[config.mk]
export PLATFORM = sky130hd
export DESIGN_NAME = button_press_event_classifier_top
export DESIGN_NICKNAME = d
export VERILOG_FILES = /design/src/rtl/core/bpec_pkg.sv /design/src/rtl/core/button_press_event_classifier_top.sv
export SDC_FILE = /design/constraint.sdc
export NUM_CORES = 1
export LEC_CHECK = 0
export BUFFER_PORTS_ARGS = -buffer_cell sky130_fd_sc_hd__buf_2
export CORE_MARGIN = 3
export CORE_UTILIZATION = 51
export DETAILED_ROUTE_END_ITERATION = 12
export PLACE_DENSITY = 0.78
export SYNTH_ARGS = -nofsm -noshare
export SYNTH_HDL_FRONTEND = slang
export SYNTH_SLANG_ARGS = --single-unit
[constraint.sdc]
create_clock -name clock -period 7.7 [get_ports clock]
set_input_delay 1.54 -clock clock [delete_from_list [all_inputs] [get_ports clock]]
set_output_delay 1.54 -clock clock [all_outputs]
set_load 0.05 [all_outputs]
[src/rtl/core/bpec_pkg.sv]
// Shared constants and types for the button press event classifier.
// Used by button_press_event_classifier_top; depends on nothing else.
`timescale 1ns / 1ps

package bpec_pkg;

   // Button count and the field widths it settles
   localparam int NUM_BUTTONS = 10;
   localparam int BTN_W       = 4;
   localparam int BTN_IDX_W   = (NUM_BUTTONS > 1) ? $clog2(NUM_BUTTONS) : 1;

   localparam int FUNC_W      = 3;
   localparam int KIND_W      = 2;
   localparam int STATUS_W    = 3;
   localparam int MODES_W     = 20;
   localparam int DELAY_W     = 16;
   localparam int CSR_IDX_W   = 2;
   localparam int CSR_DATA_W  = 20;

   localparam logic [DELAY_W-1:0] DELAY_RESET = 16'd100;

   // Register indexes on the csr port
   localparam logic [CSR_IDX_W-1:0] CSR_CHANNEL_MODES = 2'd0;
   localparam logic [CSR_IDX_W-1:0] CSR_STARTUP_DELAY = 2'd1;

   // Input item function codes (5 to 7 carry no meaning)
   localparam logic [FUNC_W-1:0] FUNC_TICK   = 3'd0;
   localparam logic [FUNC_W-1:0] FUNC_RISE   = 3'd1;
   localparam logic [FUNC_W-1:0] FUNC_FALL   = 3'd2;
   localparam logic [FUNC_W-1:0] FUNC_LONG   = 3'd3;
   localparam logic [FUNC_W-1:0] FUNC_STATUS = 3'd4;

   // Per-button mode; the fourth code behaves like falling-short
   typedef enum logic [1:0] {
      MODE_FALL_SHORT = 2'd0,
      MODE_RISE_SHORT = 2'd1,
      MODE_SHORT_LONG = 2'd2,
      MODE_FALL_ALT   = 2'd3
   } mode_type;

   // Latched event per button
   typedef enum logic [1:0] {
      EV_NONE         = 2'd0,
      EV_SHORT        = 2'd1,
      EV_LONG_PRESS   = 2'd2,
      EV_LONG_RELEASE = 2'd3
   } event_type;

   // Result kind
   typedef enum logic [KIND_W-1:0] {
      KIND_SHORT        = 2'd0,
      KIND_LONG_PRESS   = 2'd1,
      KIND_LONG_RELEASE = 2'd2,
      KIND_STATUS       = 2'd3
   } kind_type;

endpackage

[src/rtl/core/button_press_event_classifier_top.sv]
// Button press event classifier: per-button short/long press decode, latch and status read.
// Depends on bpec_pkg.
`timescale 1ns / 1ps

//  channel | ports                                             | direction
//  --------+---------------------------------------------------+----------
//  req     | req_valid, req_stall, req_func, req_button,       | in
//          | req_long_level                                    |
//  rsp     | rsp_valid, rsp_stall, rsp_kind, rsp_button_out,   | out
//          | rsp_status_bits                                   |
//  csr     | csr_we, csr_index, csr_wdata                      | in
//
// One item per cycle while req_stall is low: the item is decoded against the button state in
// the cycle it is accepted (a csr write in that cycle drops it) and its result, if any,
// appears in the result register in the next cycle. req_stall is high only while the result
// register is full and rsp_stall holds it. Synchronous active-high reset clears all latched
// events, disarms the block and loads the startup counter with the reset delay of 100 ticks.

module button_press_event_classifier_top (
   input  logic                            clock,
   input  logic                            reset,
   // input channel
   input  logic                            req_valid,
   output logic                            req_stall,
   input  logic [bpec_pkg::FUNC_W-1:0]     req_func,
   input  logic [bpec_pkg::BTN_W-1:0]      req_button,
   input  logic                            req_long_level,
   // result channel
   output logic                            rsp_valid,
   input  logic                            rsp_stall,
   output logic [bpec_pkg::KIND_W-1:0]     rsp_kind,
   output logic [bpec_pkg::BTN_W-1:0]      rsp_button_out,
   output logic [bpec_pkg::STATUS_W-1:0]   rsp_status_bits,
   // configuration
   input  logic                            csr_we,
   input  logic [bpec_pkg::CSR_IDX_W-1:0]  csr_index,
   input  logic [bpec_pkg::CSR_DATA_W-1:0] csr_wdata
);
   import bpec_pkg::*;

   localparam logic [BTN_W:0] NUM_BUTTONS_V = (BTN_W+1)'(NUM_BUTTONS);

   // State
   logic [MODES_W-1:0]  modes_ff, modes_in;
   logic [DELAY_W-1:0]  delay_ff, delay_in;
   logic [DELAY_W-1:0]  count_ff, count_in;
   logic                armed_ff, armed_in;
   event_type           latched_ff [NUM_BUTTONS];
   event_type           latched_in [NUM_BUTTONS];

   // Result register
   logic                rsp_valid_ff, rsp_valid_in;
   kind_type            kind_ff, kind_in;
   logic [BTN_W-1:0]    button_ff, button_in;
   logic [STATUS_W-1:0] status_ff, status_in;

   logic                accept;
   logic                btn_ok;
   logic [BTN_IDX_W-1:0] btn_idx;
   logic [31:0]         modes_ext;
   mode_type            mode;
   event_type           cur_ev;
   event_type           new_ev;
   logic                result;

   assign req_stall = rsp_valid_ff & rsp_stall;
   assign accept    = req_valid & ~req_stall;

   // Button lookup: range check, latched event and mode (bits above the register read 0)
   assign btn_ok    = {1'b0, req_button} < NUM_BUTTONS_V;
   assign btn_idx   = req_button[BTN_IDX_W-1:0];
   assign modes_ext = {{(32-MODES_W){1'b0}}, modes_ff};
   assign mode      = mode_type'(modes_ext[{req_button, 1'b0} +: 2]);
   assign cur_ev    = btn_ok ? latched_ff[btn_idx] : EV_NONE;

   // Item decode and state update
   always_comb begin
      modes_in   = modes_ff;
      delay_in   = delay_ff;
      count_in   = count_ff;
      armed_in   = armed_ff;
      latched_in = latched_ff;
      new_ev     = EV_NONE;
      result     = 1'b0;
      kind_in    = KIND_STATUS;
      button_in  = req_button;
      status_in  = '0;

      if (csr_we) begin
         unique case (csr_index)
            CSR_CHANNEL_MODES: begin
               modes_in = csr_wdata[MODES_W-1:0];
               for (int i = 0; i < NUM_BUTTONS; i++) begin
                  latched_in[i] = EV_NONE;
               end
               count_in = delay_ff;
               armed_in = 1'b0;
            end
            CSR_STARTUP_DELAY: begin
               delay_in = csr_wdata[DELAY_W-1:0];
               count_in = csr_wdata[DELAY_W-1:0];
               armed_in = 1'b0;
            end
            default: begin
            end
         endcase
      end else if (accept) begin
         unique case (req_func)
            FUNC_TICK: begin
               if (count_ff != '0) begin
                  count_in = count_ff - 1'b1;
               end else begin
                  armed_in = 1'b1;
               end
            end
            FUNC_RISE: begin
               if (btn_ok && mode == MODE_RISE_SHORT) new_ev = EV_SHORT;
            end
            FUNC_FALL: begin
               if (btn_ok) begin
                  unique case (mode)
                     MODE_SHORT_LONG: new_ev = req_long_level ? EV_LONG_RELEASE : EV_SHORT;
                     MODE_RISE_SHORT: new_ev = EV_NONE;
                     default:         new_ev = EV_SHORT;
                  endcase
               end
            end
            FUNC_LONG: begin
               if (btn_ok && mode == MODE_SHORT_LONG) new_ev = EV_LONG_PRESS;
            end
            FUNC_STATUS: begin
               // one-hot view of the latched event, then clear it
               result = 1'b1;
               unique case (cur_ev)
                  EV_SHORT:        status_in = 3'b001;
                  EV_LONG_PRESS:   status_in = 3'b010;
                  EV_LONG_RELEASE: status_in = 3'b100;
                  default:         status_in = 3'b000;
               endcase
               if (btn_ok) latched_in[btn_idx] = EV_NONE;
            end
            default: begin
            end
         endcase

         // Events count only once armed, and replace the latched one
         if (new_ev != EV_NONE && armed_ff) begin
            result              = 1'b1;
            latched_in[btn_idx] = new_ev;
            unique case (new_ev)
               EV_LONG_PRESS:   kind_in = KIND_LONG_PRESS;
               EV_LONG_RELEASE: kind_in = KIND_LONG_RELEASE;
               default:         kind_in = KIND_SHORT;
            endcase
         end
      end
   end

   // Result register handshake
   always_comb begin
      if (accept) begin
         rsp_valid_in = result;
      end else if (!rsp_stall) begin
         rsp_valid_in = 1'b0;
      end else begin
         rsp_valid_in = rsp_valid_ff;
      end
   end

   always_ff @(posedge clock) begin
      if (reset) begin
         modes_ff     <= '0;
         delay_ff     <= DELAY_RESET;
         count_ff     <= DELAY_RESET;
         armed_ff     <= 1'b0;
         rsp_valid_ff <= 1'b0;
         for (int i = 0; i < NUM_BUTTONS; i++) begin
            latched_ff[i] <= EV_NONE;
         end
      end else begin
         modes_ff     <= modes_in;
         delay_ff     <= delay_in;
         count_ff     <= count_in;
         armed_ff     <= armed_in;
         rsp_valid_ff <= rsp_valid_in;
         latched_ff   <= latched_in;
      end
   end

   // Result payload, loaded only with a new result
   always_ff @(posedge clock) begin
      if (accept && result && !csr_we) begin
         kind_ff   <= kind_in;
         button_ff <= button_in;
         status_ff <= status_in;
      end
   end

   assign rsp_valid       = rsp_valid_ff;
   assign rsp_kind        = kind_ff;
   assign rsp_button_out  = button_ff;
   assign rsp_status_bits = status_ff;

endmodule
* Word-level counts from Yosys, hierarchy flattened
Cells that the tools add are included.
** Storage, ports and cells
- Logic and storage cells :: 112
- Bits in registers :: 83
- Output and inout bits :: 11
- Bits of input ports :: 35
** Operators by class
- Shifts and indexed selects :: 1
- Equality and inequality tests :: 17
- Multiplexer cells :: 41
- Add/subtract/negate cells :: 1
- Bitwise gates (word level) :: 9
- Reduce and logical (&&, ||, !) cells :: 22
- Order comparisons :: 3
** Operators with widths (number)
- 20-bit 2-to-1 mux :: 8
- 16-bit 2-to-1 mux :: 4
- 16-bit one-hot mux with 2 select lines :: 1
- 32-bit by 6-bit variable part select with 2-bit output :: 1
- 20-bit AND :: 1
- 20-bit bitwise mux :: 1
- 20-bit inverter :: 1
- 2-bit 2-to-1 mux :: 9
- 16-bit nonzero test :: 1
- 16-bit by 1-bit subtractor with 16-bit output, second input constant :: 1
- 1-bit 2-to-1 mux :: 12
- 2-bit == test, second input constant :: 5
- 3-bit one-hot mux with 3 select lines :: 1
- 2-bit binary-select mux with 4-bit select :: 1
- 2-bit demux with 4-bit select :: 1
- 2-bit one-hot mux with 2 select lines :: 2
- 4-bit AND reduction :: 2
- 2-bit nonzero test :: 4
- 2-bit by 1-bit == test with 1-bit output, second input constant :: 3
- 3-bit by 2-bit == test with 1-bit output, second input constant :: 2
- 1-bit logical AND :: 6
- 2-bit one-hot mux with 3 select lines :: 1
- 2-bit AND reduction :: 3
- 3-bit OR reduction :: 2
- other kinds (15) :: 21

* Logic depth before layout (Yosys ltp)
Gate-level depths: netlist of the first run.
- Depth after elaboration :: 15
- Gate-level depth with buffers :: 10
- Mapped depth without buffers :: 8

* Least setup slack after synthesis of the first run
No wires, ideal clock.
- Kind :: in2reg
- Start :: in req_button[0] (netlist name)
- End :: reg button_ff[0] (netlist: rsp_button_out[0]), enable pin
- Setup slack :: 3794 ps
- Cell stages on the path :: 6
- Required time :: 7317 ps
- Buffers on the path :: 1
- Arrival time :: 3523 ps
- Setup time :: 383 ps
- Cell sequence :: buf_2 -> mux2_2 -> a222oi_1 -> nand2_2 -> a211o_1 -> a31oi_1
** On the way
- Longest elaborated chain between the ends :: 14
- Elaborated cells on any way between the ends :: 20
- Those cells by class :: order compare (1); eq/ne (2); shift (1); mux (10); reduce/logical (6)
** RTL lines
- start, declared :: RTL line button_press_event_classifier_top.sv:26 : input logic [bpec_pkg::BTN_W-1:0] req_button,
- 32-bit by 6-bit variable part select with 2-bit output :: RTL line button_press_event_classifier_top.sv:73 : assign mode = mode_type'(modes_ext[{req_button, 1'b0} +: 2]);
- 2-bit by 1-bit == test with 1-bit output / 2-bit == test (equally long branches) :: RTL line button_press_event_classifier_top.sv:117, button_press_event_classifier_top.sv:121, button_press_event_classifier_top.sv:129
- 2-bit one-hot mux with 2 select lines (tied with other cells) :: RTL line button_press_event_classifier_top.sv:121 : unique case (mode)
- 2-bit 2-to-1 mux (tied with other cells) :: RTL line button_press_event_classifier_top.sv:120 : if (btn_ok) begin
- 2-bit one-hot mux with 3 select lines (*) :: RTL line button_press_event_classifier_top.sv:108 : unique case (req_func)
- 2-bit 2-to-1 mux (*) :: RTL line button_press_event_classifier_top.sv:107 : end else if (accept) begin
- 2-bit 2-to-1 mux (*) :: RTL line button_press_event_classifier_top.sv:89 : if (csr_we) begin
- 2-bit nonzero test (*) :: RTL line button_press_event_classifier_top.sv:147 : if (new_ev != EV_NONE && armed_ff) begin
- 1-bit logical AND (*) :: RTL line button_press_event_classifier_top.sv:147
- 1-bit 2-to-1 mux (*) :: RTL line button_press_event_classifier_top.sv:147
- 1-bit 2-to-1 mux (*) :: RTL line button_press_event_classifier_top.sv:107
- 1-bit 2-to-1 mux (*) :: RTL line button_press_event_classifier_top.sv:89
- 1-bit logical AND (*) (2 in a row) :: RTL line button_press_event_classifier_top.sv:192 : if (accept && result && !csr_we) begin
- end signal, assigned :: RTL line button_press_event_classifier_top.sv:194 : button_ff <= button_in;
- end, declared :: RTL line button_press_event_classifier_top.sv:54 : logic [BTN_W-1:0] button_ff, button_in;
Every way passes the cells marked *; elsewhere a longest branch is shown, timed or not. The select of a mux whose other input is x is not followed.
A chain may end at the register's enable or synchronous reset.

* Worst setup path after layout of the first run
- Start :: in req_button[1] (netlist name)
- End :: reg kind_ff[1] (netlist: rsp_kind[1]), enable pin
** On the way
- Longest elaborated chain between the ends :: 14
- Elaborated cells on any way between the ends :: 20
- Those cells by class :: order compare (1); eq/ne (2); shift (1); mux (10); reduce/logical (6)
** RTL lines
- 32-bit by 6-bit variable part select with 2-bit output :: RTL line button_press_event_classifier_top.sv:73
- 2-bit by 1-bit == test with 1-bit output / 2-bit == test (equally long branches) :: RTL line button_press_event_classifier_top.sv:117, button_press_event_classifier_top.sv:121, button_press_event_classifier_top.sv:129
- 2-bit one-hot mux with 2 select lines (tied with other cells) :: RTL line button_press_event_classifier_top.sv:121
- 2-bit 2-to-1 mux (tied with other cells) :: RTL line button_press_event_classifier_top.sv:120
- 2-bit one-hot mux with 3 select lines (*) :: RTL line button_press_event_classifier_top.sv:108
- 2-bit 2-to-1 mux (*) :: RTL line button_press_event_classifier_top.sv:107
- 2-bit 2-to-1 mux (*) :: RTL line button_press_event_classifier_top.sv:89
- 2-bit nonzero test (*) :: RTL line button_press_event_classifier_top.sv:147
- 1-bit logical AND (*) :: RTL line button_press_event_classifier_top.sv:147
- 1-bit 2-to-1 mux (*) :: RTL line button_press_event_classifier_top.sv:147
- 1-bit 2-to-1 mux (*) :: RTL line button_press_event_classifier_top.sv:107
- 1-bit 2-to-1 mux (*) :: RTL line button_press_event_classifier_top.sv:89
- 1-bit logical AND (*) (2 in a row) :: RTL line button_press_event_classifier_top.sv:192
- end signal, assigned :: RTL line button_press_event_classifier_top.sv:193 : kind_ff <= kind_in;
- end, declared :: RTL line button_press_event_classifier_top.sv:53 : kind_type kind_ff, kind_in;
Marked as above.

==> impl_metrics.toml, run 1 <==
[yosys]
synth_top_area_cell = "dfxtp_1"
netlist.area_leader.share_pct = 34.5
netlist_instances = 539
synthTopCellsByArea = "dfxtp_1 (35%), nand2_1 (10%), a21oi_1 (7.9%), edfxtp_1 (6.3%), o21ai_0 (3.5%)"
synth_ff_type = "dfxtp_1"
synth_common_cells = "nand2_1 (118), dfxtp_1 (74), a21oi_1 (68)"
async_flop_share_pct = 0
ys_types = 59
ys_seq_area_share_pct = 40.8
synth_edf_count = 9
synthesis.nets = 575
yosys_warnings = 0
synth_most_common_cell = "nand2_1"
synth-seq-cells = 83
avgSynthCellArea_um2 = 7.96
synth_area_um2 = 4290

[finish]
syn2layout_area_growth_pct = 9.10
num_antenna_cells = 0
fin_area_um2 = 4680
final_layout_size_suffix_gt1_share_pct = 15.7
nNetsFinal = 599
fin_cells = 670

[global_route]
use_met3_pct = 5.96
grt_overflow = 0
grt_pass1_vias = 3769
antenna_found_initial = 0
top_usage_layer = "met2"
met2_usage_pct = 35.8
grt_max_degree = 53
grt_util_met1_pct = 31.2
grt_first_pass_wirelength_um = 18100
grt_use_total_pct = 23.0

[floorplanning]
die_w_um = 97.7
die_area_um2 = 9550
start_util_pct = 54.1
ios = 46
die_y_um = 97.7
row_count = 32
core_um2 = 7930

[setup_path]
slowest_delay_ns = 0.81
timing.rr.start = "count_ff[0]$_SDFFE_PP0P_"
cp_data_arrival_time_ns = 4.22
reg2reg_to = "count_ff[15]$_SDFFE_PP0P_"
reg2reg_depth = 8
worstSetupPathType = "in -> reg"
cp-startpoint = "req_button[1]"
cp-start-kind = "input pin"
worst_path_dominant_cell_family = "compound AO/OA/AOI/OAI gates"
cp_max_fo = 24
path_buf_inv = 1
end_kind = "flop"
crit_end = "rsp_kind[1]$_SDFFCE_PP1P_"
path_cells = "buf_2, mux2_2, a222oi_1, nand2_2, a211o_1, a31oi_1"
critPathRequiredTime_ns = 7.68
rrSetupSlack_ns = 4.66
crit_slowest_cell = "a31oi_1"
cp_num_cells = 6

[timing]
drv_slew = 0
fmax_mhz = 236
setup_viol = 0
finClkSkew_ns = 0.00798
tightest_slew_ns = 1.17
fin_setup_tns_ns = 0
period_minus_slack_ns = 4.24
hold_violations = 0
rsz0062_at_grt = "false"
worst_hold_slack_ns = 0.459
slew_headroom_pct = 22.0
worst_slack_ns = 3.46
fin_crit_sh_pct = 55.1

[routing]
via_count = 4062
wirelength_um = 10900
wl_per_cell_um = 16.3
vias_per_cell = 6.06
drtIter0Drc = 350
drc = 0
drt_first_pass_iters = 5
ant_nets = 0

[cts]
cts_resized = 0
clk_pin_slew_worst_paths_ns = 0.09
ctsHoldBuffers = 0
cts_made_buffers = 9
clock_latency_ns = 0.35
cts_buffer_depth = 2
root_buffer = "clkbuf_8"
clock-sinks = 83
cts_setup_buffers = 0
h-tree-depth = 3
cts_tree = "done"

[placed_design]
pre_cts_slack_ns = 3.09
port_buffers = 45
placed_area_um2 = 4500
placedCellCount = 654
dp_hpwl_um = 7640
gp_congestion = 0.887

[pwr]
p_leak_nw = 1.66
vdd_drop_max_mv = 0.0995
powerDensity_nw_per_um2 = 180

[min_path]
hold_class = "reg -> reg"

[run_status]
status = "finished clean"

[run]
cap_violations = 0
## report_power, final
| part | switching, mW | leakage, nW | internal (mW) | total [mW] |
|---|---|---|---|---|
| logic | 0.0645 | 0.897 | 0.0326 | 0.0971 |
| clock network | 0.171 | 0.0852 | 0.121 | 0.292 |
| registers | 0.00738 | 0.682 | 0.447 | 0.454 |
## through the flow
| stage | utilization [%] | power (mW) |
|---|---|---|
| after floorplan | - | 0.529 |
| after global placement | 56.8 | 0.556 |
| after detailed placement | 56.8 | 0.559 |
| after CTS | 59.0 | 0.846 |
| after global routing | 59.0 | 0.880 |
| final | 59.0 | 0.843 |
## cell families (layout without fill, tap and decap cells)
kind of cell,after synthesis,in the layout,synth area share [%]
mux,23,23,7.03
fa+ha+maj,1,1,0.292
buf+inv,45,74,4.64
flops,83,83,40.8
compound gates,150,150,21.5
simple gates,237,237,25.7
## worst reg2reg max path, delay by kind of cell, from the launching register on
family	cells	cell delay, ns
AND/OR/NAND/NOR	4	1.54
AO/OA/AOI/OAI	2	0.76
flip-flops	1	0.34
adder cells (fa/ha/maj)	1	0.22
buffers and inverters	1	0.08
## layout make-up
type	instances	area (um^2)
multi-input combinational	411	2340
inverter	10	37.5
sequential	83	1750
clock buffer	10	128
clock inverter	6	48.8
tap	102	128
fill	716	3250
timing repair buffer	48	248
## layout by cell type, fill, tap and decap left out, drive strengths merged, types with 2 or more instances in the layout
cell,count
and3,7
nand2,119
a22oi,2
edfxtp,9
a211oi,8
a31oi,6
a311oi,2
or4b,2
buf,48
or4,2
mux2,11
and2,2
mux4,4
nand4,4
nor3,14
a211o,3
a21oi,68
or2,2
nor3b,9
nand3b,2
o21ai,31
nor2,39
nor2b,4
clkinvlp,2
nor4b,2
o211ai,7
nand3,11
o311ai,7
mux2i,8
nor4,8
nand2b,7
a32oi,2
clkbuf,10
inv,13
dfxtp,74
o21a,3
a222oi,2
## worst min-delay path by stage
| stage | from | to | slack (ns) | depth (start not counted) |
|---|---|---|---|---|
| after global routing | delay_ff[12]$_SDFFE_PP0P_ | delay_ff[12]$_SDFFE_PP0P_ | 0.48 | 2 |
| after global placement | delay_ff[4]$_SDFFE_PP0P_ | delay_ff[4]$_SDFFE_PP0P_ | 0.44 | 2 |
| final | modes_ff[1]$_SDFFE_PP0P_ | modes_ff[1]$_SDFFE_PP0P_ | 0.46 | 2 |
| after detailed placement | modes_ff[3]$_SDFFE_PP0P_ | modes_ff[3]$_SDFFE_PP0P_ | 0.45 | 2 |
| after CTS | modes_ff[3]$_SDFFE_PP0P_ | modes_ff[3]$_SDFFE_PP0P_ | 0.46 | 2 |
| after floorplan | latched_ff[6]$_SDFFE_PP0P_ | latched_ff[6]$_SDFFE_PP0P_ | 0.43 | 2 |
## flip-flops by register name, indices dropped and copies added (netlist names)
signal           cells
latched_ff          20
modes_ff            20
count_ff            16
delay_ff            16
rsp_button_out       4
rsp_status_bits      3
rsp_kind             2
armed_ff             1
rsp_valid            1
## per-layer routing
metal	routed length [um]	vias up
li1	-	1980
met3	907	23
met4	212	0
met2	4910	165
met5	0	-
met1	4860	1894
Note: power is estimated with default switching activity, not from simulation.
==> run 2, diff against run 1 <==
==> constraint.sdc (replaced) <==
create_clock -name clock -period 4.2 [get_ports clock]
set_input_delay 0.84 -clock clock [delete_from_list [all_inputs] [get_ports clock]]
set_output_delay 0.84 -clock clock [all_outputs]
set_load 0.05 [all_outputs]
==> run 2 against run 1 <==
Setup slack worse by 2.5 ns; design area is 0.91% higher; die area unchanged; register-to-register slack got worse by 3.5 ns; critical path type unchanged; largest cell class unchanged; highest routed layer unchanged.
==> impl_metrics.toml, run 2 (synthesized netlist as in run 1, its figures left out) <==
[setup_path]
crit_slowest_cell = "a2bb2oi_1"
reg2reg_depth = 8
cp-start-kind = "input pin"
cp-startpoint = "req_button[1]"
timing.rr.start = "count_ff[0]$_SDFFE_PP0P_"
end_kind = "flop"
path_cells = "buf_2, mux2_2, a222oi_1, and2_1, a2bb2oi_1, a31oi_1, buf_4, o21a_1"
slowest_delay_ns = 0.57
crit_end = "rsp_valid$_SDFFE_PP0P_"
rrSetupSlack_ns = 1.13
cp_num_cells = 8
path_buf_inv = 2
cp_max_fo = 24
worstSetupPathType = "in -> reg"
worst_path_dominant_cell_family = "compound AO/OA/AOI/OAI gates"
reg2reg_to = "count_ff[15]$_SDFFE_PP0P_"
cp_data_arrival_time_ns = 3.45
critPathRequiredTime_ns = 4.46

[finish]
regArea_um2 = 1750
nNetsFinal = 605
final_common_cell = "nand2_1"
fin_area_um2 = 4720
num_antenna_cells = 0
largestRegisters = "latched_ff x20, modes_ff x20"
multi_input_area_um2 = 2340
final_cell_mix = "nand2_1 (118), dfxtp_1 (74), a21oi_1 (68)"
final_layout_size_suffix_gt1_share_pct = 16.7
fin_cells = 676
n_fill_cell = 730
syn2layout_area_growth_pct = 10.1

[timing]
fmax_mhz = 313
setup_viol = 0
finClkSkew_ns = 0.0124
rsz0062_at_grt = "false"
slew_headroom_pct = 47.0
hold_violations = 0
period_minus_slack_ns = 3.19
fin_setup_tns_ns = 0
tightest_slew_ns = 0.787
worst_hold_slack_ns = 0.457
fin_crit_sh_pct = 76.0
drv_slew = 0

[routing]
vias_per_cell = 6.08
via_count = 4109
wirelength_um = 11100
ant_nets = 0
drt_first_pass_iters = 5
drc = 0
drtIter0Drc = 240
wl_per_cell_um = 16.4

[cts]
root_buffer = "clkbuf_8"
cts_buffer_depth = 2
cts_made_buffers = 9
clk_pin_slew_worst_paths_ns = 0.09
clock-sinks = 83
cts_resized = 0
clock_latency_ns = 0.36
cts_setup_buffers = 0
ctsHoldBuffers = 0
h-tree-depth = 3
cts_tree = "done"

[pwr]
p_leak_nw = 1.70
vdd_drop_max_mv = 0.151
powerDensity_nw_per_um2 = 326

[global_route]
antenna_found_initial = 0
grt_overflow = 0
grt_first_pass_wirelength_um = 19000
grt_pass1_vias = 3961
grt_max_degree = 52
grt_use_total_pct = 23.9

[placed_design]
port_buffers = 45
gp_congestion = 0.844
placedCellCount = 660
placed_area_um2 = 4550
dp_hpwl_um = 7820

[floorplanning]
start_util_pct = 54.1
die_w_um = 97.7
ios = 46
die_y_um = 97.7
die_area_um2 = 9550
row_count = 32
core_um2 = 7930

[run_status]
status = "finished clean"

[min_path]
hold_class = "reg -> reg"

[run]
cap_violations = 0
## run 2: cell types whose count changed in the layout (fill, tap and decap cells not counted)
cell	before	now
inv_6	2	3
inv_8	1	0
clkinv_2	1	3
clkbuf_1	1	0
clkinvlp_4	2	0
clkinv_4	0	1
buf_4	3	9
## run 2: worst min-delay path by stage
stage	startpoint	end	slack, ns	cells past startpoint
6_report	delay_ff[0]$_SDFFE_PP0P_	delay_ff[0]$_SDFFE_PP0P_	0.46	2
5_1_grt	latched_ff[6]$_SDFFE_PP0P_	latched_ff[6]$_SDFFE_PP0P_	0.48	2
4_1_cts	delay_ff[0]$_SDFFE_PP0P_	delay_ff[0]$_SDFFE_PP0P_	0.46	2
3_5_place_dp	delay_ff[0]$_SDFFE_PP0P_	delay_ff[0]$_SDFFE_PP0P_	0.45	2
3_3_place_gp	delay_ff[4]$_SDFFE_PP0P_	delay_ff[4]$_SDFFE_PP0P_	0.44	2
2_1_floorplan	latched_ff[6]$_SDFFE_PP0P_	latched_ff[6]$_SDFFE_PP0P_	0.43	2
## run 2: final cells by class
class                           instances  share of cell area [%]
Clock buffer                            9                    2.62
Sequential cell                        83                    37.1
Multi-Input combinational cell        411                    49.5
Timing Repair Buffer                   54                    6.20
Inverter                               10                   0.795
Tap cell                              102                    2.70
Clock inverter                          7                    1.06
## run 2: routing by layer
metal  share of wire, %  GRT usage (%)  wire (um)  up-vias
met5                  0              0          0        -
met4                1.6           8.73        172        0
met3                8.3           4.38        916       24
met2                 46           38.2       5080      186
met1                 44           32.4       4910     1902
li1                   -              -          -     1997
## run 2: per-stage QoR
| step | util, % | power [mW] | worst slack (ns) |
|---|---|---|---|
| finish | 59.6 | 1.54 | 1.01 |
| CTS | 59.6 | 1.54 | 1.05 |
| global placement | 57.4 | 1.02 | 0.790 |
| floorplan | - | 0.969 | 0.994 |
| global route | 59.6 | 1.60 | 0.681 |
| detailed placement | 57.4 | 1.03 | 0.676 |
## run 2: where the power goes
part / switching (mW) / internal (mW)
clock: 0.308 / 0.219
combinational: 0.118 / 0.0614
sequential: 0.0135 / 0.819
## run 2: tightest hold or removal path, delay by kind of cell (launching register included)
kind / cells / cell delay [ns]
compound gates: 1 / 0.05
simple gates: 1 / 0.05
flops: 1 / 0.32
==> run 3, diff against run 2 <==
--- a/config.mk
+++ b/config.mk
@@ -9,7 +9,7 @@
 export CORE_MARGIN = 3
 export CORE_UTILIZATION = 51
 export DETAILED_ROUTE_END_ITERATION = 12
-export PLACE_DENSITY = 0.78
+export PLACE_DENSITY = 0.81
 export SYNTH_ARGS = -nofsm -noshare
 export SYNTH_HDL_FRONTEND = slang
 export SYNTH_SLANG_ARGS = --single-unit
==> constraint.sdc (replaced) <==
create_clock -name clock -period 2.7 [get_ports clock]
set_input_delay 0.54 -clock clock [delete_from_list [all_inputs] [get_ports clock]]
set_output_delay 0.54 -clock clock [all_outputs]
set_load 0.05 [all_outputs]
==> run 3 against run 2 <==
Setup slack worse by 0.86 ns; critical endpoint is now count_ff[12]$_SDFFE_PP0P_; register-to-register slack worse by 0.99 ns; non-clock buffer count up 17; design area up 4.3%; combinational power up 65%; power up 65%; core utilization up 2.6 points; first-iteration DRC count down 5.4%; critical path depth up 1.
==> impl_metrics.toml, run 3 (synthesized netlist as in run 1, its figures left out) <==
[timing]
fin_setup_tns_ns = 0
fmax_mhz = 391
hold_violations = 0
setup_viol = 0
fin_crit_sh_pct = 94.8
drv_slew = 0
tightest_slew_ns = 0.639
worst_slack_ns = 0.142
slew_headroom_pct = 57.0
period_minus_slack_ns = 2.56
finClkSkew_ns = 0.0140
rsz0062_at_grt = "false"

[setup_path]
end_kind = "flop"
path_cells = "inv_1, ha_1, or4b_1, or4_4, nor3b_4, o21a_1, buf_4, o21ai_0, a21oi_1"
reg2reg_depth = 9
critPathRequiredTime_ns = 2.99
slowest_delay_ns = 0.52
cp-start-kind = "flop"
rrSetupSlack_ns = 0.14
crit_slowest_cell = "or4_4"
cp_data_arrival_time_ns = 2.85
worstSetupPathType = "reg -> reg"
cp_max_fo = 8

[pwr]
p_leak_nw = 1.80
vdd_drop_max_mv = 0.301
powerDensity_nw_per_um2 = 514
fin_total_pwr_mw = 2.53

[global_route]
grt_overflow = 0
top_usage_layer = "met2"
grt_util_met1_pct = 31.7
met2_usage_pct = 38.7
grt_max_degree = 52
grt_use_total_pct = 23.8
antenna_found_initial = 0
grt_first_pass_wirelength_um = 18700
grt_pass1_vias = 3911
use_met3_pct = 5.46

[routing]
wl_per_cell_um = 16.1
ant_nets = 0
vias_per_cell = 6.05
drc = 0
via_count = 4192
drt_first_pass_iters = 5
wirelength_um = 11200
drtIter0Drc = 227

[finish]
nNetsFinal = 622
fin_area_um2 = 4930
final_core_utilization_pct = 62.2
syn2layout_area_growth_pct = 14.8
final_common_cell = "nand2_1"
num_antenna_cells = 0
final_cell_mix = "nand2_1 (118), dfxtp_1 (74), a21oi_1 (68)"
final_layout_size_suffix_gt1_share_pct = 20.0
largestRegisters = "latched_ff x20, modes_ff x20"

[floorplanning]
start_util_pct = 54.1
row_count = 32
die_area_um2 = 9550
ios = 46
die_w_um = 97.7
core_um2 = 7930
die_y_um = 97.7

[cts]
clock_latency_ns = 0.36
cts_tree = "done"
cts_made_buffers = 9
clock-sinks = 83
h-tree-depth = 3
cts_buffer_depth = 2
root_buffer = "clkbuf_8"
clk_pin_slew_worst_paths_ns = 0.09

[min_path]
min_path_cells = 3
hold_class = "in -> reg"

[placed_design]
pre_cts_slack_ns = -0.0666
placed_area_um2 = 4690
port_buffers = 45
gp_congestion = 0.867
dp_hpwl_um = 8060

[run_status]
status = "finished clean"

[run]
cap_violations = 0
==> run 3: layout make-up <==
cell class / count / area, um^2
sequential: 83 / 1750
clock buffer: 10 / 138
tap: 102 / 128
timing repair buffer: 71 / 420
clock inverter: 6 / 71.3
inverter: 10 / 37.5
fill: 672 / 3000
multi-input combinational: 411 / 2380
==> run 3: worst max-delay path: cells and delay by family, from the launching register on <==
kind / cells / cell delay [ns]
DFF: 1 / 0.34
AOI/OAI and AO/OA: 3 / 0.45
buffers and inverters: 2 / 0.25
adders and majority gates: 1 / 0.19
and+or+nand+nor: 3 / 1.26
==> run 3: metal layers <==
layer | up-vias | part of all wire, %
li1 | 2040 | -
met3 | 18 | 6.4
met1 | 1976 | 45
met2 | 158 | 47
met5 | - | 0
met4 | 0 | 1.7
==> run 3: through the flow <==
stage	std cells	hold WS [ns]
after global placement	676	0.441
after detailed placement	676	0.446
after CTS	692	0.392
final	693	0.411
after floorplan	539	0.433
after global routing	693	0.419
==> run 3: power breakdown <==
group | internal (mW) | switching, mW
clock network | 0.461 | 0.481
registers | 1.27 | 0.0217
logic | 0.109 | 0.188
total | 1.84 | 0.691
==> run 3: final timing paths <==
path                                                start                         to
worst max-delay path             count_ff[0]$_SDFFE_PP0P_  count_ff[12]$_SDFFE_PP0P_
worst max register to register   count_ff[0]$_SDFFE_PP0P_  count_ff[12]$_SDFFE_PP0P_
worst min-delay path                        csr_wdata[19]  modes_ff[19]$_SDFFE_PP0P_
worst min register to register  modes_ff[13]$_SDFFE_PP0P_  modes_ff[13]$_SDFFE_PP0P_
==> run 3: repair_timing <==
item	in CTS	in global routing
setup endpoints to repair	0	11
hold buffers	0	0
hold endpoints to repair	0	0
setup buffers	0	1
gates resized for setup	0	4
